<file path="config.mk">
export PLATFORM = sky130hd
export DESIGN_NAME = tsta_queue
export DESIGN_NICKNAME = d
export VERILOG_FILES = /design/src/tsta_pkg.sv /design/src/tsta_queue.sv
export SDC_FILE = /design/constraint.sdc
export NUM_CORES = 1
export LEC_CHECK = 0
export BUFFER_PORTS_ARGS = -buffer_cell sky130_fd_sc_hd__buf_2
export CORE_MARGIN = 5
export CORE_UTILIZATION = 58
export CTS_BUF_LIST = sky130_fd_sc_hd__clkbuf_2
export DETAILED_ROUTE_END_ITERATION = 8
export PLACE_DENSITY_LB_ADDON = 0.3
export SLEW_MARGIN = 20
export SYNTH_ARGS = -nofsm -noshare
export SYNTH_HDL_FRONTEND = slang
export SYNTH_SLANG_ARGS = --single-unit
</file>
<file path="constraint.sdc">
create_clock -name clk -period 12.3 [get_ports clk]
set_input_delay 0.615 -clock clk [delete_from_list [all_inputs] [get_ports clk]]
set_output_delay 0.615 -clock clk [all_outputs]
set_load 0.02 [all_outputs]
</file>
<file path="src/tsta_pkg.sv">
// Shared types and constants for the trapezoid segment time allocator.
// No dependencies.
package tsta_pkg;

  localparam int PosW   = 24;
  localparam int DiffW  = 25;
  localparam int CntW   = 16;
  localparam int LimW   = 16;
  localparam int DurW   = 32;
  localparam int RadW   = 56;  // square root radicand
  localparam int RootW  = 28;
  localparam int DvdW   = 54;  // divider dividend / quotient
  localparam int DvsW   = 32;
  localparam int LenW   = 25;

  typedef enum logic {
    REG_MAX_VELOCITY     = 1'b0,
    REG_MAX_ACCELERATION = 1'b1
  } cfg_reg_t;

  typedef struct packed {
    logic signed [DiffW-1:0] dx;
    logic signed [DiffW-1:0] dy;
    logic signed [DiffW-1:0] dz;
    logic [CntW-1:0]         seg_num;
  } seg_item_t;

  typedef struct packed {
    logic full;
    logic empty;
  } q_status_t;

  typedef enum logic [2:0] {
    B_IDLE,
    B_SQ,
    B_LEN_WAIT,
    B_MUL,
    B_DECIDE,
    B_DIV_WAIT,
    B_TRI_WAIT,
    B_EMIT
  } back_state_t;

endpackage

</file>
<file path="src/tsta_queue.sv">
// Two-entry queue of segment items between front and back end.
// Depends on tsta_pkg.
module tsta_queue (
  input  logic                clk,
  input  logic                rst_n,
  input  logic                push,
  input  tsta_pkg::seg_item_t push_item,
  input  logic                pop,
  output tsta_pkg::seg_item_t pop_item,
  output tsta_pkg::q_status_t status
);

  tsta_pkg::seg_item_t mem [2];
  logic       wr_ptr_r, rd_ptr_r;
  logic [1:0] count_r;

  assign status.full  = (count_r == 2'd2);
  assign status.empty = (count_r == 2'd0);
  assign pop_item     = mem[rd_ptr_r];

  always_ff @(posedge clk) begin
    if (push) begin
      mem[wr_ptr_r] <= push_item;
    end
  end

  always_ff @(posedge clk) begin
    if (!rst_n) begin
      wr_ptr_r <= 1'b0;
      rd_ptr_r <= 1'b0;
      count_r  <= '0;
    end else begin
      if (push) wr_ptr_r <= ~wr_ptr_r;
      if (pop)  rd_ptr_r <= ~rd_ptr_r;
      case ({push, pop})
        2'b10:   count_r <= count_r + 1'b1;
        2'b01:   count_r <= count_r - 1'b1;
        default: count_r <= count_r;
      endcase
    end
  end

endmodule

</file>
Yosys cells after proc, flatten, opt, wreduce, memory -nomap -nowiden
Memories as Yosys holds them, arrays and structs flattened. A register that Yosys moved wholly into a read port is not among the register bits.
Cells that the tools add are included.

storage, ports and cells
  bits in registers = 4
  bits in writable memories = 182
  output and inout bits = 93
  logic and storage cells = 18
  memories kept = 1

memories
  memory  depth  bits a word  rd ports  clocked after Yosys merged registers in  write ports  line              RTL
  mem     2      91           1         1                                        1            tsta_queue.sv:13  tsta_pkg::seg_item_t mem [2];

operators by class
  $add $sub $neg = 2
  equality and inequality tests = 3
  muxes and demuxes = 5
  bitwise operators = 2
  reduce and logical (&&, ||, !) cells = 2

operator list
  kind                   count
  $eq A2 B2 Y1 const B   2
  $mux W1                4
  $pmux W2 S2            1
  $add A2 B1 Y2 const B  1
  $eq A2 B1 Y1 const B   1
  $logic_not A2 Y1       1
  $not A1 Y1             2
  $reduce_bool A2 Y1     1
  $sub A2 B1 Y2 const B  1

Logic depth before layout (Yosys ltp)
  depth in word-level cells = 3
  gate-level depth with buffers = 5

Least setup slack after synthesis
OpenSTA, ideal clock, no wires.

  path type = input port to flip-flop
  from = in push
  to = mem mem[0][0] in the netlist's numbering (enable)
  arrival time = 4.517 ns
  slack = 7.237 ns
  stages on the path = 2
  buffers on the path = 0
  path through = inv_1 -> nor2_1

between the ends
  longest elaborated chain between the ends = 2

ends and longest elaborated chain
  what                           line              RTL
  start: declaration             tsta_queue.sv:6   input logic push,
  $mux W1                        tsta_queue.sv:22  if (push) begin
  $mux W1 (not written as such)  tsta_queue.sv:23  mem[wr_ptr_r] <= push_item;
  end: declaration               tsta_queue.sv:13

Every way passes these cells.

==> summary.txt <==
Critical path
  – R2R setup slack: just over 10 ns
  – Crit path cell chain: buf_4, mux2_2, buf_2
  – RR Startpoint: wr_ptr_r
  – CP endpoint kind: output pin
  – Critical path arrival: roughly 2.8 ns
  – Crit-path leading delay family: flip-flops
  – Setup CP Type: reg -> out
  – Reg-to-reg endpoint: mem[1][17]
  – Slowest-stage cell, CP: dfxtp_4
  – Worst Path Max Fanout: 46
  – Buf/Inv on CP: 2
  – Reg2Reg Depth: 2
  – CP Launch Type: flop
  – Worst path required time: between 10 and 15 ns
  – Crit-path max cell delay: approximately 0.80 ns

Final layout
  – Final instance area: 9000 µm²
  – Non-filler cells, final: between 700 and 800
  – Layout Utilization: 78.8%
  – Share of cells above drive strength 1: ~52%
  – Nets: 693
  – Area delta synth->final: 33.2%
  – ANT cells: 0

Floorplanning
  – Core area: 11,400 µm²
  – Die Ht: between 100 and 150 µm
  – Ports: approximately 190
  – Die W: ~120 µm
  – FP Rows: 39
  – Starting Density: about three fifths
  – Full die area: about 14,000 µm²

Logic synthesis
  – Gate Count Post-Synth: approximately 300
  – Yosys cell types: 16
  – YS warnings: 0
  – Syn_nets: 401
  – Synth top area share: slightly above 80%
  – Most instantiated cells after synthesis: edfxtp_1 (182), mux2_2 (91), buf_2 (10), dfxtp_1 (5), and2_1 (4)
  – Main synth FF type: edfxtp_1
  – Area leader, netlist: edfxtp_1
  – Top post-synthesis cells by area: edfxtp_1 (81%), mux2_2 (15%), dfxtp_1 (1.5%)
  – Register area share after synthesis: ~82%
  – Mapped Area: about 6800 µm²
  – Mean Syn Cell Area: around 22 µm²
  – Top-count cell post-synth: edfxtp_1
  – Async SR Flop Fraction: 0%
  – Seq cells post-synth: roughly 190
  – Post-synth EDFFs: between 150 and 200

Clocking
  – Max clock buf depth: 2
  – Postcts setup bufs: 0
  – Clock Pin Slew Worst Setup and Hold Paths: between 0.2 and 0.3 ns
  – Clock latency on the worst-skew pair: 0.73 ns
  – Number of CTS-inserted buffers: 17
  – Root Driver: clkbuf_2
  – CTS tree: built
  – CTS Sinks: around 190
  – Number of H-tree levels: 4

Min path
  – Hold Path End: wr_ptr_r
  – Hold-critical path depth: 3
  – Hold Path Class: in -> reg
  – Hold path startpoint: push

Global routing
  – Congestion Overflow GR: 0
  – Initial antenna violation count: 0
  – First-pass GRT wire length: 21,900 µm
  – Total Routing Usage GR: just over 20%
  – Vias in the first global route: approximately 4,200
  – Largest net degree at the start of global routing: 52

STA
  – Fmax: about 300 MHz
  – WHS: about 0.19 ns
  – Setup TNS: 0 ns
  – Slew HR: a little over half
  – Worst-Margin Slew: about 0.7 ns
  – Setup Skew: about 0.020 ns
  – Post-route minimum period: 3.36 ns
  – Endpoints failing setup: 0
  – Slew Limit Fails: 0
  – Final Cycle Share: 27.3%
  – Final hold violations: 0
  – Final setup margin: 8.94 ns
  – RSZ-0062 raised after global routing: false

Detailed routing
  – DRC Markers: 0
  – First-pass iteration count of the detailed router: 4
  – Routed vias: just under 4,000
  – Starting DRT DRC Count: 212
  – Drt wl/cell: between 15 and 20 µm
  – Vias per cell: between 5 and 6
  – WL final: approximately 14,000 µm
  – Antenna viol nets, final: 0

Placement
  – Post-DP HPWL: roughly 8400 µm
  – Dpl cell area: around 8000 µm²
  – Pre-CTS setup slack: between 9 and 10 ns
  – Routability cong.: around 0.74
  – I/O Buffers: around 190
  – Placed cells: 629

Job
  – Max Cap Viol: 0

Pwr
  – Worst IR drop on VDD: ~89 µV
  – Pwr Density: 134 nW/µm²
  – Total Power: about 1.2 mW
  – Leak: 3.41 nW

Run status
  – Outcome: finished, final reports clean
-- sequential cells by signal, summed over array words and instances, names as in the netlist, named ones only --
name / count
mem: 182
count_r: 2
rd_ptr_r: 1
wr_ptr_r: 1
-- cells by family (layout without fill, tap and decap cells) --
kind of cell / count (synthesis) / count (layout) / synth area share (%)
AOI/OAI and AO/OA: 3 / 3 / 0.296
xor gates and xnor gates: 3 / 3 / 0.389
adders and majority gates: 1 / 1 / 0.185
buffers and inverters: 11 / 316 / 0.796
DFF: 187 / 187 / 82.4
muxes: 91 / 91 / 15.2
and+or+nand+nor: 9 / 9 / 0.796
-- layout make-up --
| class | instances | area (µm²) |
|---|---|---|
| clock buffer | 17 | 85.1 |
| clock inverter | 15 | 131 |
| fill | 634 | 2420 |
| inverter | 1 | 3.75 |
| multi-input combinational | 107 | 1150 |
| sequential | 187 | 5570 |
| tap | 143 | 179 |
| timing repair buffer | 283 | 1890 |
-- how the worst max path moves through the flow --
stage | slack [ns] | startpoint | to | depth (start not counted)
4_1_cts | 8.81 | flop | pop_item[75] | 3
3_5_place_dp | 9.72 | flop | pop_item[75] | 3
6_report | 8.94 | flop | pop_item[78] | 3
3_3_place_gp | 9.72 | flop | pop_item[73] | 3
2_1_floorplan | 7.24 | push | mem[0][0] | 2
5_1_grt | 8.71 | flop | pop_item[75] | 3
-- worst reg2reg max path, delay by kind of cell (launching register included) --
family / cells / cell delay (ns)
buf+inv: 1 / 0.67
flops: 1 / 0.44
simple gates: 1 / 0.53
-- timing repair --
action                                 4_1_cts  5_1_grt
gates resized for setup                      0        0
hold buffers                                90        2
endpoints found under the hold margin      180        3
-- routing by layer --
layer	vias up	wire, µm	track usage [%]
met5	-	0	0
met2	149	7410	34.9
li1	1793	-	-
met1	1888	5310	23.7
met4	0	216	6.95
met3	19	905	7.16
-- cells in the final DEF, fill, tap and decap left out --
master,synthesis,final
clkinv_4,0,1
o21a_1,1,1
mux2_2,91,91
inv_6,0,4
and2_1,4,3
dlygate4sd3_1,0,92
o21ai_0,1,1
nor2_1,2,1
and2b_2,1,1
clkinv_2,0,1
dfxtp_1,5,4
and2_4,0,1
clkinvlp_4,0,5
xnor2_1,2,2
clkbuf_2,0,17
inv_1,1,1
buf_2,10,187
inv_8,0,4
dfxtp_4,0,1
ha_1,1,1
nor2_4,0,1
xor2_1,1,1
buf_4,0,4
or3_1,1,1
edfxtp_1,182,182
a21boi_1,1,1
nor2b_1,1,1
-- power by group --
part,internal (mW),total (mW),leakage (nW),switching (mW)
Sequential,0.735,0.750,1.75,0.0142
Clock,0.0606,0.278,0.122,0.217
Combinational,0.0856,0.184,1.53,0.0979
Total,0.882,1.21,3.41,0.329
No activity file was read; power rests on OpenSTA's default activity.
