--- config.mk ---
export PLATFORM = sky130hd
export DESIGN_NAME = tsta_front
export DESIGN_NICKNAME = d
export VERILOG_FILES = /design/src/tsta_pkg.sv /design/src/tsta_front.sv
export SDC_FILE = /design/constraint.sdc
export NUM_CORES = 1
export LEC_CHECK = 0
export BUFFER_PORTS_ARGS = -buffer_cell sky130_fd_sc_hd__buf_2
export CAP_MARGIN = 20
export CORE_MARGIN = 2
export CORE_UTILIZATION = 25
export CTS_BUF_LIST = sky130_fd_sc_hd__clkbuf_4 sky130_fd_sc_hd__clkbuf_8
export DETAILED_ROUTE_END_ITERATION = 6
export GPL_TIMING_DRIVEN = 0
export PLACE_DENSITY_LB_ADDON = 0.08
export SLEW_MARGIN = 20
export SYNTH_ARGS = -nofsm -noshare
export SYNTH_HDL_FRONTEND = slang
export SYNTH_SLANG_ARGS = --single-unit
--- constraint.sdc ---
create_clock -name clk -period 6.1 [get_ports clk]
set_input_delay 0.61 -clock clk [delete_from_list [all_inputs] [get_ports clk]]
set_output_delay 0.61 -clock clk [all_outputs]
set_load 0.1 [all_outputs]
--- src/tsta_pkg.sv ---
// Shared types and constants for the trapezoid segment time allocator.
// No dependencies.
package tsta_pkg;

  localparam int PosW   = 24;
  localparam int DiffW  = 25;
  localparam int CntW   = 16;
  localparam int LimW   = 16;
  localparam int DurW   = 32;
  localparam int RadW   = 56;  // square root radicand
  localparam int RootW  = 28;
  localparam int DvdW   = 54;  // divider dividend / quotient
  localparam int DvsW   = 32;
  localparam int LenW   = 25;

  typedef enum logic {
    REG_MAX_VELOCITY     = 1'b0,
    REG_MAX_ACCELERATION = 1'b1
  } cfg_reg_t;

  typedef struct packed {
    logic signed [DiffW-1:0] dx;
    logic signed [DiffW-1:0] dy;
    logic signed [DiffW-1:0] dz;
    logic [CntW-1:0]         seg_num;
  } seg_item_t;

  typedef struct packed {
    logic full;
    logic empty;
  } q_status_t;

  typedef enum logic [2:0] {
    B_IDLE,
    B_SQ,
    B_LEN_WAIT,
    B_MUL,
    B_DECIDE,
    B_DIV_WAIT,
    B_TRI_WAIT,
    B_EMIT
  } back_state_t;

endpackage

--- src/tsta_front.sv ---
// Front end: accepts waypoints, tracks route state, forms segment deltas.
// Depends on tsta_pkg.
module tsta_front (
  input  logic                        clk,
  input  logic                        rst_n,
  input  logic                        in_tvalid,
  output logic                        in_tready,
  input  logic [71:0]                 in_tdata,   // pos_x, pos_y, pos_z
  input  logic [0:0]                  in_tuser,   // route_start
  input  tsta_pkg::q_status_t         q_status,
  output logic                        push,
  output tsta_pkg::seg_item_t         push_item
);

  logic [tsta_pkg::PosW-1:0] prev_x_r, prev_y_r, prev_z_r;
  logic                      have_prev_r;
  logic [tsta_pkg::CntW-1:0] cnt_r;
  logic [tsta_pkg::PosW-1:0] x, y, z;
  logic                      accept, new_route;

  assign x = in_tdata[23:0];
  assign y = in_tdata[47:24];
  assign z = in_tdata[71:48];

  assign in_tready = !q_status.full;
  assign accept    = in_tvalid && in_tready;
  assign new_route = in_tuser[0] || !have_prev_r;
  assign push      = accept && !new_route;

  always_comb begin
    push_item.dx      = $signed({x[23], x}) - $signed({prev_x_r[23], prev_x_r});
    push_item.dy      = $signed({y[23], y}) - $signed({prev_y_r[23], prev_y_r});
    push_item.dz      = $signed({z[23], z}) - $signed({prev_z_r[23], prev_z_r});
    push_item.seg_num = cnt_r;
  end

  always_ff @(posedge clk) begin
    if (!rst_n) begin
      prev_x_r    <= '0;
      prev_y_r    <= '0;
      prev_z_r    <= '0;
      have_prev_r <= 1'b0;
      cnt_r       <= '0;
    end else if (accept) begin
      prev_x_r    <= x;
      prev_y_r    <= y;
      prev_z_r    <= z;
      have_prev_r <= 1'b1;
      cnt_r       <= new_route ? '0 : cnt_r + 1'b1;
    end
  end

endmodule

### Word-level counts from Yosys, hierarchy flattened

Index checks and enable logic that the tools add are counted.
Widths: inputs -> output; s select.

* register bits after elaboration: 89

* reduce and logical (&&, ||, !) cells: 6
* muxes and demuxes: 1
* $add $sub $neg: 4

Operators with widths (count)
* $sub 24x24->25: 3
* $add 16x1->16 const B: 1
* $mux 16: 1
* $logic_not 1->1: 3
* $logic_and 1x1->1: 2
* $logic_or 1x1->1: 1

### Longest topological paths before layout

* depth in word-level cells: 4
* mapped depth: 11

### Worst setup path before layout

OpenSTA, ideal clock, no wires.

* path type: input to output
* start: in in_tdata[0]
* end: out push_item[84] (netlist name)
* slack: 713 ps
* path buffers: 0
* stages: 11
* data arrival time: 4777 ps
* cells stage by stage: inv_1 -> ha_1 -> fa_1 -> nor2b_1 -> o2111ai_1 -> and3_1 -> o311ai_0 -> a21oi_1 -> o21bai_1 -> a311oi_1 -> a211oi_1

RTL lines
* start, declared: line tsta_front.sv:8 `input logic [71:0] in_tdata,`
* end, declared: line tsta_front.sv:12 `output tsta_pkg::seg_item_t push_item`

==> implementation parameters <==
Parameter                              Value

Cells and area
  Fill count    3,186
  Most common cell after layout, fill and taps aside    nand2_1
  Number of nets in the finished design    1,300
  Most frequent cells in the layout    188 x nand2_1, 168 x buf_2, 103 x inv_1
  Reg area    0.00178 mm^2
  Final Instance Area    0.00866 mm^2
  Multi-input combinational cell area    0.00486 mm^2
  Syn-to-layout area delta    21.2%
  Fraction of final layout cells with drive strength greater than 1    16.7%

Synthesis
  Number of enable-type register cells in the synthesized netlist    0
  Count of unique library cells instantiated by Yosys    57
  Share of flip-flops with an asynchronous set or reset after synthesis    0%
  Primary FF master, synth    dfxtp_1
  Net count after synthesis    1,121
  Sequential share of the synthesized area    24.9%
  Number of synthesized register bits    89
  Number of warnings printed during yosys synthesis    0
  Cells after Synth    967
  Area of the mapped netlist    0.00715 mm^2
  Syn avg cell area    7.39 um^2

Timing
  Relative slew slack    56.5%
  Fin Clk Skew    0.00954 ns
  Setup repair after global routing missed its margin    false
  Period utilisation layout    71.2%
  Final setup violation count    0
  Setup TNS after final layout    0 ns
  Highest clock rate    230 MHz
  Final min period    4.34 ns
  Transition time at the pin with the least slew margin    0.653 ns
  Fin. Hold Viols    0
  Number of pins with negative max-slew slack in the final report    0

Hold path
  Startpoint of the worst hold path    prev_x_r[22]
  Number of instances on the worst hold path    2
  Hold Path Class    flip-flop to flip-flop
  Endpoint, Worst Hold    prev_x_r[22]

Floorplanning
  Die height    173 um
  Horizontal die dimension    173 um
  DIE AREA    0.0300 mm^2
  Floorplan Core Area    0.0279 mm^2
  Standard-cell rows    61
  Number of placed I/O pins    171
  Initial core utilization    25.6%

Clocking
  Clock network latency to the later pin of the worst-skew pair    0.38 ns
  # Post-CTS Setup Buffers    0
  Cts repair resizes    0
  TritonCTS clock tree    built
  Clock transition at the register clock pins on the worst setup and hold paths after CTS    0.10 ns
  Number of buffers between clock root and the deepest sink    2
  Clock tree root driver cell    clkbuf_8
  Number of sinks driven by the clock tree    89
  Hold buffer count at CTS    0
  Total CTS buffers    9
  Level count of the clock H-tree    3

Setup path
  Worst-path cell chain    buf_2 > inv_1 > ha_1 > fa_1 > nor2b_1 > o2111ai_1 > and3_1 > o311ai_0 > a21oi_1 > o21bai_1 > a311oi_1 > a211oi_1 > buf_2
  Worst flop-to-flop path endpoint    cnt_r[8]
  Critical path endpoint category    primary output
  Top fanout value on the critical path    3
  Category of the most critical setup path    input pin to primary output
  Startpoint of the most critical register-to-register path    cnt_r[0]
  CP bufs+invs    3
  Critical path launch point type    input pin
  CP top delay family    compound AO/OA/AOI/OAI gates
  Most repeated library cell on the critical path    buf_2
  Register-to-register setup slack    4.07 ns
  Worst R2R Path Depth    9
  Required time at the worst-slack endpoint    5.49 ns
  Critical path origin    in_tdata[0]
  Worst path slowest cell    o311ai_0
  Peak per-stage delay on the critical path    0.51 ns
  Arrival @ worst endpoint    3.73 ns

Placed design
  Final RePlAce weighted congestion    0.776
  Post-DP Area    0.00846 mm^2
  Number of buffers inserted by port buffering    168
  HPWL after detailed placement    17,500 um

Route
  Routed wire per std cell    14.1 um
  Total number of vias    6,925
  Final antenna-violating net count    0
  Count of unresolved DRC violations after routing    0
  Total detailed-routing wirelength    21,600 um
  Number of vias per cell    4.52
  Drt first-iter violations    252
  Drt first pass iters    4

Job
  Max-Cap Viols    0

Global route
  First-pass GRT wire length    35,300 um
  Via count of the first global-routing pass    6,914
  Antenna violations before repair    2
  Total grt overflow    0
  Overall Global Routing Usage    14.5%
  Maximum number of pins on one net before global-route repair    19

Power
  Total design power    2.35 mW
  Comb power frac    56.0%
  PwrDens    271 mW/mm^2
  Sw Ratio    55.7%
  Static leakage power    3.60 nW
  Int Pwr    1.04 mW
  Sequential fraction of design power    26.1%
  Switching power summed over all nets    1.31 mW
  Share of total power in the clock network    17.9%
  Worst vdd rail ir drop    0.176 mV

Status
  Run status    completed
-- area by class of cell --
type                       count  share of cell area (%)
buffer                        29                    1.26
antenna                        2                  0.0578
clock buffer                   9                    1.43
inverter                     104                    4.51
sequential                    89                    20.6
clock inverter                 7                   0.824
tap                          378                    5.46
multi-input combinational    745                    56.2
timing repair buffer         168                    9.71
-- worst reg2reg max path, stage by stage (launching register included) --
cell	delay (ns)
dfxtp_1	0.41
ha_1	0.21
and3_1	0.22
and3_1	0.19
and2_1	0.13
clkbuf_1	0.29
a21oi_1	0.11
o21ai_0	0.14
o21ai_0	0.09
and2_1	0.15
-- sequential cells by signal (all words and copies together) (netlist names) --
register and count:
prev_x_r 24, prev_y_r 24, prev_z_r 24, cnt_r 16, have_prev_r 1
-- power groups by stage --
stage | combinational, mW | clock [mW] | sequential (mW)
3_5_place_dp | 1.32 | 0 | 0.627
6_report | 1.31 | 0.420 | 0.614
2_1_floorplan | 1.09 | 0 | 0.626
5_1_grt | 1.40 | 0.472 | 0.617
4_1_cts | 1.33 | 0.452 | 0.614
3_3_place_gp | 1.33 | 0 | 0.627
-- layer usage --
| layer | GRT usage (%) | share of wire, % | up-vias |
|---|---|---|---|
| met3 | 2.46 | 3.9 | 13 |
| li1 | - | - | 3661 |
| met1 | 19.1 | 49 | 3115 |
| met5 | 0 | 0.051 | - |
| met2 | 24.3 | 46 | 134 |
| met4 | 3.85 | 0.78 | 2 |
-- logic make-up (layout without fill, tap and decap cells) --
| kind of cell | Yosys count | in the layout | synth area share [%] |
|---|---|---|---|
| other | 0 | 2 | 0 |
| AOI/OAI and AO/OA | 292 | 292 | 27.6 |
| and+or+nand+nor | 320 | 320 | 19.9 |
| buffers and inverters | 133 | 317 | 6.99 |
| adders and majority gates | 76 | 76 | 13.6 |
| DFF | 89 | 89 | 24.9 |
| xor gates and xnor gates | 56 | 56 | 6.86 |
| muxes | 1 | 1 | 0.140 |
-- cell usage after synthesis (all sizes together) (13+ instances only) --
cell type	n	area share (%)
a21boi	77	8.1
nor2b	19	1.7
inv	103	5.4
o21ai	52	3.6
xnor2	43	5.3
xor2	13	1.6
nor2	41	2.2
clkbuf	26	1.4
ha	73	13
dfxtp	89	25
nand2	188	9.9
a21o	22	2.3
a21oi	60	4.2
o21a	14	1.5
-- through the flow --
stage                     hold slack, ns  setup WS, ns  std cells  utilization [%]
final                              0.469          1.76       1531             31.0
after global routing               0.463          1.44       1530             31.0
after floorplan                    0.443         0.713        967                -
after global placement             0.452          1.71       1513             30.3
after detailed placement           0.458          1.72       1513             30.3
after CTS                          0.444          1.70       1529             31.0
-- worst max path at each step --
stage          cells after the start  slack, ns            end
6_report                          13       1.76  push_item[84]
5_1_grt                           13       1.44  push_item[84]
4_1_cts                           13       1.70  push_item[84]
3_5_place_dp                      13       1.72  push_item[84]
3_3_place_gp                      13       1.71  push_item[84]
2_1_floorplan                     11       0.71  push_item[84]
Note: power is estimated with default switching activity, not from simulation.
