<file path="src/tsta_pkg.sv">
// Shared types and constants for the trapezoid segment time allocator.
// No dependencies.
package tsta_pkg;

  localparam int PosW   = 24;
  localparam int DiffW  = 25;
  localparam int CntW   = 16;
  localparam int LimW   = 16;
  localparam int DurW   = 32;
  localparam int RadW   = 56;  // square root radicand
  localparam int RootW  = 28;
  localparam int DvdW   = 54;  // divider dividend / quotient
  localparam int DvsW   = 32;
  localparam int LenW   = 25;

  typedef enum logic {
    REG_MAX_VELOCITY     = 1'b0,
    REG_MAX_ACCELERATION = 1'b1
  } cfg_reg_t;

  typedef struct packed {
    logic signed [DiffW-1:0] dx;
    logic signed [DiffW-1:0] dy;
    logic signed [DiffW-1:0] dz;
    logic [CntW-1:0]         seg_num;
  } seg_item_t;

  typedef struct packed {
    logic full;
    logic empty;
  } q_status_t;

  typedef enum logic [2:0] {
    B_IDLE,
    B_SQ,
    B_LEN_WAIT,
    B_MUL,
    B_DECIDE,
    B_DIV_WAIT,
    B_TRI_WAIT,
    B_EMIT
  } back_state_t;

endpackage

</file>
<file path="src/tsta_isqrt.sv">
// Iterative integer square root, two radicand bits per cycle.
// Depends on tsta_pkg.
module tsta_isqrt (
  input  logic                          clk,
  input  logic                          rst_n,
  input  logic                          start,
  input  logic [tsta_pkg::RadW-1:0]     radicand,
  output logic                          done,
  output logic [tsta_pkg::RootW-1:0]    root
);

  logic [tsta_pkg::RadW-1:0]  rad_r;
  logic [29:0]                rem_r;
  logic [tsta_pkg::RootW-1:0] root_r;
  logic [4:0]                 step_r;
  logic                       busy_r, done_r;
  logic [30:0]                rem_sh, trial, rem_sub;
  logic                       fits;

  assign rem_sh  = {rem_r[28:0], rad_r[55:54]};
  assign trial   = {1'b0, root_r, 2'b01};
  assign fits    = (rem_sh >= trial);
  assign rem_sub = rem_sh - trial;
  assign done    = done_r;
  assign root    = root_r;

  always_ff @(posedge clk) begin
    if (start) begin
      rad_r  <= radicand;
      rem_r  <= '0;
      root_r <= '0;
    end else if (busy_r) begin
      rad_r  <= {rad_r[53:0], 2'b00};
      rem_r  <= fits ? rem_sub[29:0] : rem_sh[29:0];
      root_r <= {root_r[26:0], fits};
    end
  end

  always_ff @(posedge clk) begin
    if (!rst_n) begin
      busy_r <= 1'b0;
      done_r <= 1'b0;
      step_r <= '0;
    end else begin
      done_r <= 1'b0;
      if (start) begin
        busy_r <= 1'b1;
        step_r <= '0;
      end else if (busy_r) begin
        step_r <= step_r + 1'b1;
        if (step_r == 5'(tsta_pkg::RootW - 1)) begin
          busy_r <= 1'b0;
          done_r <= 1'b1;
        end
      end
    end
  end

endmodule

</file>
<file path="src/tsta_divider.sv">
// Restoring divider, one quotient bit per cycle.
// Depends on tsta_pkg.
module tsta_divider (
  input  logic                        clk,
  input  logic                        rst_n,
  input  logic                        start,
  input  logic [tsta_pkg::DvdW-1:0]   dividend,
  input  logic [tsta_pkg::DvsW-1:0]   divisor,
  output logic                        done,
  output logic [tsta_pkg::DvdW-1:0]   quotient
);

  logic [tsta_pkg::DvdW-1:0] quo_r;
  logic [tsta_pkg::DvsW-1:0] dvs_r, rem_r;
  logic [5:0]                step_r;
  logic                      busy_r, done_r;
  logic [tsta_pkg::DvsW:0]   rem_sh, rem_sub;
  logic                      fits;

  assign rem_sh   = {rem_r, quo_r[tsta_pkg::DvdW-1]};
  assign fits     = (rem_sh >= {1'b0, dvs_r});
  assign rem_sub  = rem_sh - {1'b0, dvs_r};
  assign done     = done_r;
  assign quotient = quo_r;

  always_ff @(posedge clk) begin
    if (start) begin
      quo_r <= dividend;
      dvs_r <= divisor;
      rem_r <= '0;
    end else if (busy_r) begin
      quo_r <= {quo_r[tsta_pkg::DvdW-2:0], fits};
      rem_r <= fits ? rem_sub[tsta_pkg::DvsW-1:0] : rem_sh[tsta_pkg::DvsW-1:0];
    end
  end

  always_ff @(posedge clk) begin
    if (!rst_n) begin
      busy_r <= 1'b0;
      done_r <= 1'b0;
      step_r <= '0;
    end else begin
      done_r <= 1'b0;
      if (start) begin
        busy_r <= 1'b1;
        step_r <= '0;
      end else if (busy_r) begin
        step_r <= step_r + 1'b1;
        if (step_r == 6'(tsta_pkg::DvdW - 1)) begin
          busy_r <= 1'b0;
          done_r <= 1'b1;
        end
      end
    end
  end

endmodule

</file>
<file path="src/tsta_back.sv">
// Back end: segment length, profile choice and travel time, output register.
// Depends on tsta_pkg, tsta_isqrt, tsta_divider.
module tsta_back (
  input  logic                         clk,
  input  logic                         rst_n,
  input  logic [tsta_pkg::LimW-1:0]    max_velocity,
  input  logic [tsta_pkg::LimW-1:0]    max_acceleration,
  input  tsta_pkg::q_status_t          q_status,
  input  tsta_pkg::seg_item_t          pop_item,
  output logic                         pop,
  output logic                         out_tvalid,
  input  logic                         out_tready,
  output logic [47:0]                  out_tdata,
  output logic [0:0]                   out_tuser
);

  tsta_pkg::back_state_t state_r, state_nxt;

  logic [tsta_pkg::DiffW-1:0] mag_r [3];
  logic [1:0]                 idx_r;
  logic [49:0]                acc_r, prod, acc_sum;
  logic [tsta_pkg::CntW-1:0]  seg_r;
  logic [tsta_pkg::LenW-1:0]  len_r;
  logic [40:0]                ra_r;
  logic [31:0]                vv_r, va_r;
  logic                       tri_r;
  logic [tsta_pkg::DurW-1:0]  dur_r;
  logic [tsta_pkg::LimW-1:0]  v, a;
  logic [tsta_pkg::DiffW-1:0] dmag [3];

  logic                        sq_start, sq_done;
  logic [tsta_pkg::RadW-1:0]   sq_rad;
  logic [tsta_pkg::RootW-1:0]  sq_root;
  logic                        dv_start, dv_done;
  logic [tsta_pkg::DvdW-1:0]   dv_dvd, dv_quo;
  logic [tsta_pkg::DvsW-1:0]   dv_dvs;
  logic                        tri_now, load_out;

  logic                        out_valid_r;
  logic [tsta_pkg::DurW-1:0]   out_dur_r;
  logic [tsta_pkg::CntW-1:0]   out_seg_r;
  logic                        out_tri_r;

  // a zero limit is treated as one
  assign v = (max_velocity == '0) ? 16'd1 : max_velocity;
  assign a = (max_acceleration == '0) ? 16'd1 : max_acceleration;

  assign dmag[0] = pop_item.dx[24] ? 25'(-pop_item.dx) : pop_item.dx;
  assign dmag[1] = pop_item.dy[24] ? 25'(-pop_item.dy) : pop_item.dy;
  assign dmag[2] = pop_item.dz[24] ? 25'(-pop_item.dz) : pop_item.dz;

  assign prod    = 50'(mag_r[idx_r]) * 50'(mag_r[idx_r]);
  assign acc_sum = acc_r + prod;
  assign tri_now = (ra_r < {5'b0, vv_r, 4'b0});

  tsta_isqrt u_isqrt (
    .clk      (clk),
    .rst_n    (rst_n),
    .start    (sq_start),
    .radicand (sq_rad),
    .done     (sq_done),
    .root     (sq_root)
  );

  tsta_divider u_div (
    .clk      (clk),
    .rst_n    (rst_n),
    .start    (dv_start),
    .dividend (dv_dvd),
    .divisor  (dv_dvs),
    .done     (dv_done),
    .quotient (dv_quo)
  );

  always_comb begin
    state_nxt = state_r;
    pop       = 1'b0;
    sq_start  = 1'b0;
    sq_rad    = {6'b0, acc_sum};
    dv_start  = 1'b0;
    dv_dvd    = {len_r, 29'b0} >> 1;
    dv_dvs    = {16'b0, a};
    load_out  = 1'b0;
    unique case (state_r)
      tsta_pkg::B_IDLE: begin
        if (!q_status.empty) begin
          pop       = 1'b1;
          state_nxt = tsta_pkg::B_SQ;
        end
      end
      tsta_pkg::B_SQ: begin
        if (idx_r == 2'd2) begin
          sq_start  = 1'b1;
          state_nxt = tsta_pkg::B_LEN_WAIT;
        end
      end
      tsta_pkg::B_LEN_WAIT: begin
        if (sq_done) state_nxt = tsta_pkg::B_MUL;
      end
      tsta_pkg::B_MUL: begin
        state_nxt = tsta_pkg::B_DECIDE;
      end
      tsta_pkg::B_DECIDE: begin
        dv_start = 1'b1;
        if (tri_now) begin
          dv_dvd = {1'b0, len_r, 28'b0};
          dv_dvs = {16'b0, a};
        end else begin
          dv_dvd = {1'b0, ra_r, 12'b0} + {6'b0, vv_r, 16'b0};
          dv_dvs = va_r;
        end
        state_nxt = tsta_pkg::B_DIV_WAIT;
      end
      tsta_pkg::B_DIV_WAIT: begin
        if (dv_done) begin
          if (tri_r) begin
            sq_start  = 1'b1;
            sq_rad    = {dv_quo, 2'b00};
            state_nxt = tsta_pkg::B_TRI_WAIT;
          end else begin
            state_nxt = tsta_pkg::B_EMIT;
          end
        end
      end
      tsta_pkg::B_TRI_WAIT: begin
        if (sq_done) state_nxt = tsta_pkg::B_EMIT;
      end
      tsta_pkg::B_EMIT: begin
        if (!out_valid_r || out_tready) begin
          load_out  = 1'b1;
          state_nxt = tsta_pkg::B_IDLE;
        end
      end
      default: state_nxt = tsta_pkg::B_IDLE;
    endcase
  end

  always_ff @(posedge clk) begin
    if (!rst_n) begin
      state_r <= tsta_pkg::B_IDLE;
    end else begin
      state_r <= state_nxt;
    end
  end

  // datapath registers
  always_ff @(posedge clk) begin
    if (pop) begin
      mag_r[0] <= dmag[0];
      mag_r[1] <= dmag[1];
      mag_r[2] <= dmag[2];
      seg_r    <= pop_item.seg_num;
      acc_r    <= '0;
      idx_r    <= '0;
    end else if (state_r == tsta_pkg::B_SQ) begin
      acc_r <= acc_sum;
      idx_r <= idx_r + 1'b1;
    end
    if (state_r == tsta_pkg::B_LEN_WAIT && sq_done) begin
      len_r <= sq_root[tsta_pkg::LenW-1:0];
    end
    if (state_r == tsta_pkg::B_MUL) begin
      ra_r <= 41'(len_r) * 41'(a);
      vv_r <= 32'(v) * 32'(v);
      va_r <= 32'(v) * 32'(a);
    end
    if (state_r == tsta_pkg::B_DECIDE) begin
      tri_r <= tri_now;
    end
    if (state_r == tsta_pkg::B_DIV_WAIT && dv_done) begin
      dur_r <= (dv_quo[tsta_pkg::DvdW-1:32] != '0) ? '1 : dv_quo[31:0];
    end
    if (state_r == tsta_pkg::B_TRI_WAIT && sq_done) begin
      dur_r <= {4'b0, sq_root};
    end
  end

  always_ff @(posedge clk) begin
    if (load_out) begin
      out_dur_r <= dur_r;
      out_seg_r <= seg_r;
      out_tri_r <= tri_r;
    end
  end

  always_ff @(posedge clk) begin
    if (!rst_n) begin
      out_valid_r <= 1'b0;
    end else if (load_out) begin
      out_valid_r <= 1'b1;
    end else if (out_tready) begin
      out_valid_r <= 1'b0;
    end
  end

  assign out_tvalid = out_valid_r;
  assign out_tdata  = {out_seg_r, out_dur_r};
  assign out_tuser  = out_tri_r;

endmodule

</file>
<file path="config.mk">
export PLATFORM = sky130hd
export DESIGN_NAME = tsta_back
export DESIGN_NICKNAME = d
export VERILOG_FILES = /design/src/tsta_pkg.sv /design/src/tsta_isqrt.sv /design/src/tsta_divider.sv /design/src/tsta_back.sv
export SDC_FILE = /design/constraint.sdc
export NUM_CORES = 2
export LEC_CHECK = 0
export ABC_AREA = 1
export BUFFER_PORTS_ARGS = -buffer_cell sky130_fd_sc_hd__buf_4
export CORE_UTILIZATION = 32
export CTS_CLUSTER_DIAMETER = 30
export DETAILED_ROUTE_END_ITERATION = 10
export SYNTH_ARGS = -nofsm -noshare
export SYNTH_HDL_FRONTEND = slang
export SYNTH_HIERARCHICAL = 1
export SYNTH_SLANG_ARGS = --single-unit
export TNS_END_PERCENT = 50
</file>
<file path="constraint.sdc">
create_clock -name clk -period 22.5 [get_ports clk]
set_input_delay 4.5 -clock clk [delete_from_list [all_inputs] [get_ports clk]]
set_output_delay 4.5 -clock clk [all_outputs]
set_load 0.05 [all_outputs]
</file>
==> Yosys cells after proc, flatten, opt, wreduce, memory -nomap -nowiden <==
Memory sizes are Yosys's and may differ from the RTL's. A register that Yosys moved wholly into a read port is not among the register bits.
Cells that the tools add are included.
{ "word_totals": {"reg_bits": 530, "ram_bits": 75, "in_bits": 128, "word_cells": 137, "memories": 1} }
{ "classes": {"addsub": 10, "n_mul": 4, "magnitude_cmp": 3, "eq_ne": 16, "muxes": 52, "n_bitwise": 4, "reduce_logical": 19} }
{ "mem_list": {"columns": ["name", "depth", "word_bits", "read_ports", "rd_ports_with_merged_regs", "write_ports", "line", "rtl"], "rows": [
  ["mag_r", 3, 25, 1, 1, 3, "tsta_back.sv:19", "logic [tsta_pkg::DiffW-1:0] mag_r [3];"]
]} }
{ "op_table": {"columns": ["op", "n"], "rows": [
  ["56-bit 2-to-1 mux", 5],
  ["54-bit 2-to-1 mux", 4],
  ["25-bit 2-to-1 mux", 3],
  ["25-bit negator", 3],
  ["16-bit by 16-bit multiplier with 32-bit output", 2],
  ["16-bit 2-to-1 mux", 4],
  ["32-bit 2-to-1 mux", 2],
  ["28-bit 2-to-1 mux", 2],
  ["53-bit by 48-bit adder with 54-bit output", 1],
  ["50-bit adder", 1],
  ["25-bit by 25-bit multiplier with 50-bit output", 1],
  ["41-bit by 36-bit less-than comparator with 1-bit output", 1],
  ["25-bit by 16-bit multiplier with 41-bit output", 1],
  ["33-bit by 32-bit >= comparator with 1-bit output", 1],
  ["16-bit zero test", 2],
  ["32-bit subtractor", 1],
  ["31-bit by 30-bit >= comparator with 1-bit output", 1],
  ["29-bit 2-to-1 mux", 1],
  ["29-bit subtractor", 1],
  ["3-bit one-hot mux with 8 select lines", 1],
  ["22-bit nonzero test", 1],
  ["1-bit 2-to-1 mux", 21],
  ["3-bit 2-to-1 mux", 6],
  ["3-bit equality test (second input constant)", 4],
  ["21 further kinds", 38]
]} }

==> Longest topological paths before layout <==
{ "logic_depth": {"depth_word": 6, "ltp_mapped": 39, "depth_no_buf": 37} }

==> Modules after synthesis <==
Netlist, hierarchy kept.
{ "modules_own_cells": {"columns": ["module", "n_inst", "cells_each", "area_each_um2", "seq_area_each_um2"], "rows": [
  ["tsta_back", 1, 8901, 69434.1, 10189.8],
  ["tsta_divider", 1, 1093, 7823.8, 3383.2],
  ["tsta_isqrt", 1, 1006, 7019.2, 2962.8]
]} }

==> Worst setup path after synthesis <==
Ideal clock, no wire load.
{ "synth_path": {"path_type": "input port to output port", "start": "input port q_status[0] in the netlist's numbering", "end": "output port pop", "arrival_time_ns": 11.845, "path_slack_ns": 6.155, "stages": 1, "cell_sequence": "nor3_1"} }
{ "synth_via": {"elab_chain_cells": 2} }
{ "synth_rtl": {"columns": ["element", "line", "rtl"], "rows": [
  ["start, declared", "tsta_back.sv:8", "input tsta_pkg::q_status_t q_status,"],
  ["1-bit 2-to-1 mux", "tsta_back.sv:86", "if (!q_status.empty) begin"],
  ["1-bit 2-to-1 mux", "tsta_back.sv:84", "unique case (state_r)"],
  ["end, declared", "tsta_back.sv:10", "output logic pop,"]
]} }
Every way passes these cells.

==> Worst setup path after layout <==
{ "layout_path": {"start": "input port max_velocity[3] in the netlist's numbering", "end": "register va_r[20], data pin"} }
{ "layout_via": {"elab_chain_cells": 3} }
{ "layout_rtl": {"columns": ["element", "line", "rtl"], "rows": [
  ["start, declared", "tsta_back.sv:6", "input logic [tsta_pkg::LimW-1:0] max_velocity,"],
  ["16-bit zero test", "tsta_back.sv:45", "assign v = (max_velocity == '0) ? 16'd1 : max_velocity;"],
  ["16-bit 2-to-1 mux", "tsta_back.sv:45", null],
  ["via v, one bit", "tsta_back.sv:28", "logic [tsta_pkg::LimW-1:0] v, a;"],
  ["16-bit by 16-bit multiplier with 32-bit output", "tsta_back.sv:165", "va_r <= 32'(v) * 32'(a);"],
  ["end signal, assigned", "tsta_back.sv:165", null],
  ["end, declared", "tsta_back.sv:25", "logic [31:0] vv_r, va_r;"]
]} }
The timed path passes the listed nets, and every way through them passes these cells.
A chain may end at the register's enable or synchronous reset.

==> impl_metrics.env <==
export IMPL_synth_avg_cell_area_um2=7.662
export IMPL_dieWidth_um=515.2
export IMPL_grt_util_all_layers_pct=18.57
export IMPL_dieArea_um2=265400
export IMPL_timing_worst_setup_path_type="input pin to flip-flop"
export IMPL_nNetsFinal=13014
export IMPL_hold_class="flip-flop to flip-flop"
export IMPL_final_core_util_pct=36.02
export IMPL_fin_tns_setup_ns=0
export IMPL_place_ws_ns=11.69
export IMPL_ant_nets=0
export IMPL_portBuffers=177
export IMPL_synth_area_leader_cell="fa_1"
export IMPL_synth_seq_area_share_pct=19.62
export IMPL_crit_chain="buf_4 -> nor4_1 -> nand4_1 -> nand2_1 -> inv_2 -> nor2_1 -> ha_1 -> inv_1 -> fa_1 -> inv_1 -> fa_1 -> inv_1 -> fa_1 -> fa_1 -> inv_1 -> fa_1 -> ha_1 -> nand2_1 -> nand2_1 -> a21oi_1 -> o21ai_0 -> a21oi_1 -> o21bai_1 -> xor2_1"
export IMPL_drtPass1Iterations=6
export IMPL_async_reset_ff_share_pct=0
export IMPL_core_um2=262000
export IMPL_htreeDepth=4
export IMPL_period_minus_slack_ns=10.14
export IMPL_syn2layout_area_growth_pct=11.99
export IMPL_syn_instance_count=11000
export IMPL_tightest_slew_ns=1.106
export IMPL_cts_root_buffer="clkbuf_16"
export IMPL_slew_headroom_pct=26.29
export IMPL_synth_flop_cell="edfxtp_1"
export IMPL_yosysUniqueCellTypes=54
export IMPL_setup_violations=0
export IMPL_wl_per_cell_um=16.45
export IMPL_num_rows=188
export IMPL_synth_edff_count=440
export IMPL_drive_gt1_share_pct=5.553
export IMPL_clk_pin_slew_ns=0.04
export IMPL_crit_path_end_kind="flip-flop"
export IMPL_post_route_period_util_pct=45.06
export IMPL_first_iter_violations=4818
export IMPL_insertion_delay_ns=0.79
export IMPL_globalplace_congestion=0.9617
export IMPL_cts_buffer_depth=3
export IMPL_yosys_warnings=6
export IMPL_worstPathArrival_ns=10.66
export IMPL_startpoint_type="input pin"
export IMPL_drt_wl_total_mm=242.1
export IMPL_status="complete, no violations"
export IMPL_cts_hold_buf=0
export IMPL_ios=179
export IMPL_drc_errors=0
export IMPL_setup_ws_ns=12.36
export IMPL_rsz0062_at_grt="no"
export IMPL_ys_ff_latch=606
export IMPL_cts_sinks=606
export IMPL_layout_commonest_cell="nand2_1"
export IMPL_max_cap_violations=0
export IMPL_postCtsSetupBuffers=0
export IMPL_fmax_mhz=98.63
export IMPL_cts_buffers=158
export IMPL_critPathRequiredTime_ns=23.02
export IMPL_cts_tree="yes"
export IMPL_cpPeakStageDelay_ns=0.60
export IMPL_ff2ff_setup_slack_ns=13.26
export IMPL_synth_top_area_share_pct=28.36
export IMPL_worst_path_most_repeated_cell="fa_1"
export IMPL_first_global_vias=68310
export IMPL_grt_pass1_wl_mm=385.1
export IMPL_synth_area_um2=84280
export IMPL_avgViaCountPerCell=4.605
export IMPL_grt_start_max_net_pins=87
export IMPL_die_h_um=515.2
export IMPL_critPathSlowestCell="nand2_1"
export IMPL_critPathMaxFanout=32
export IMPL_antenna_found_initial=3
export IMPL_synth_area_leaders="fa_1 28%, edfxtp_1 16%, nand2_1 13%, inv_1 13%, ha_1 9.3%"
export IMPL_finalClockSkew_ns=0.05872
export IMPL_overflow=0
export IMPL_initial_core_util_pct=32.16
export IMPL_cts_resized=0
export IMPL_hpwlAfterDp_mm=190.6
export IMPL_vias=67780
export IMPL_whs_ns=0.4028
export IMPL_hold_viol_final=0
export IMPL_final_cell_mix="2945 x nand2_1, 2869 x inv_1, 1194 x fa_1, 769 x nor2_1, 625 x ha_1"
export IMPL_slew_violations=0
-- cell families (layout without fill, tap and decap cells) --
logic type                 after synthesis  after routing  synth area share [%]
buffers and inverters                 3260           3451                 14.74
xor gates and xnor gates               222            222                 2.307
other                                    1             15              0.004450
and+or+nand+nor                       4370           4370                 20.88
adders and majority gates             1819           1819                 37.64
AOI/OAI and AO/OA                      722            722                 4.812
DFF                                    606            606                 19.62
-- per-layer routing --
layer,wire length [µm],GRT usage [%]
met1,109000,25.47
met2,110700,30.19
met3,15340,2.521
met4,7083,5.681
met5,0,0
-- through the flow --
stage	std cells	area (µm²)
2_1_floorplan	11011	84320
3_3_place_gp	14422	89090
3_5_place_dp	14422	89090
4_1_cts	14717	94370
5_1_grt	14719	94380
6_report	14720	94380
-- critical path: cells and delay by family --
| family | cells | cell delay [ns] |
|---|---|---|
| buffers and inverters | 6 | 0.79 |
| AO/OA/AOI/OAI | 4 | 0.66 |
| AND/OR/NAND/NOR | 6 | 1.60 |
| XOR/XNOR | 1 | 0.14 |
| adder cells (fa/ha/maj) | 7 | 2.95 |
-- state kept, by name, summed over array words and instances (netlist names), 3 cells and up, named ones only --
name            cells
va_r               32
state_r             3
seg_r              16
u_div/quotient     54
out_dur_r          32
out_seg_r          16
mag_r              75
dur_r              32
u_div/dvs_r        32
len_r              25
acc_r              50
u_isqrt/rad_r      56
u_isqrt/root       28
u_isqrt/rem_r      29
u_div/step_r        6
u_div/rem_r        32
ra_r               41
vv_r               31
u_isqrt/step_r      5
-- path summary, 6_finish.rpt --
check                                startpoint                 to  depth (start not counted)
worst min register to register         seg_r[6]       out_seg_r[6]                          0
worst max register to register        flip-flop  u_isqrt/rad_r[39]                         33
worst min-delay path                   seg_r[6]       out_seg_r[6]                          0
worst max-delay path            max_velocity[3]           va_r[20]                         24
-- synth_stat cells, types with 23 or more instances --
cell type / instances
a21o_1: 25
a21oi_1: 263
buf_2: 55
clkbuf_1: 259
dfxtp_1: 166
edfxtp_1: 440
fa_1: 1194
ha_1: 625
inv_1: 2876
inv_2: 33
nand2_1: 2947
nand3_1: 367
nand3b_1: 23
nand4_1: 77
nor2_1: 772
nor3_1: 70
o211ai_1: 38
o21ai_0: 254
o21ai_1: 25
o21bai_1: 38
o22ai_1: 27
or2_2: 32
xnor2_1: 81
xor2_1: 141
-- cell type report --
| type | count | area [µm²] |
|---|---|---|
| Fill cell | 27755 | 167700 |
| Multi-Input combinational cell | 7145 | 55400 |
| Sequential cell | 606 | 16540 |
| Inverter | 2915 | 10950 |
| Tap cell | 3515 | 4398 |
| Clock buffer | 188 | 4108 |
| Timing Repair Buffer | 241 | 1809 |
| Clock inverter | 107 | 1180 |
| Antenna cell | 3 | 7.507 |
Power is not shown: default switching activity piles up to over one toggle a cycle in this logic, so the estimate is an artifact.
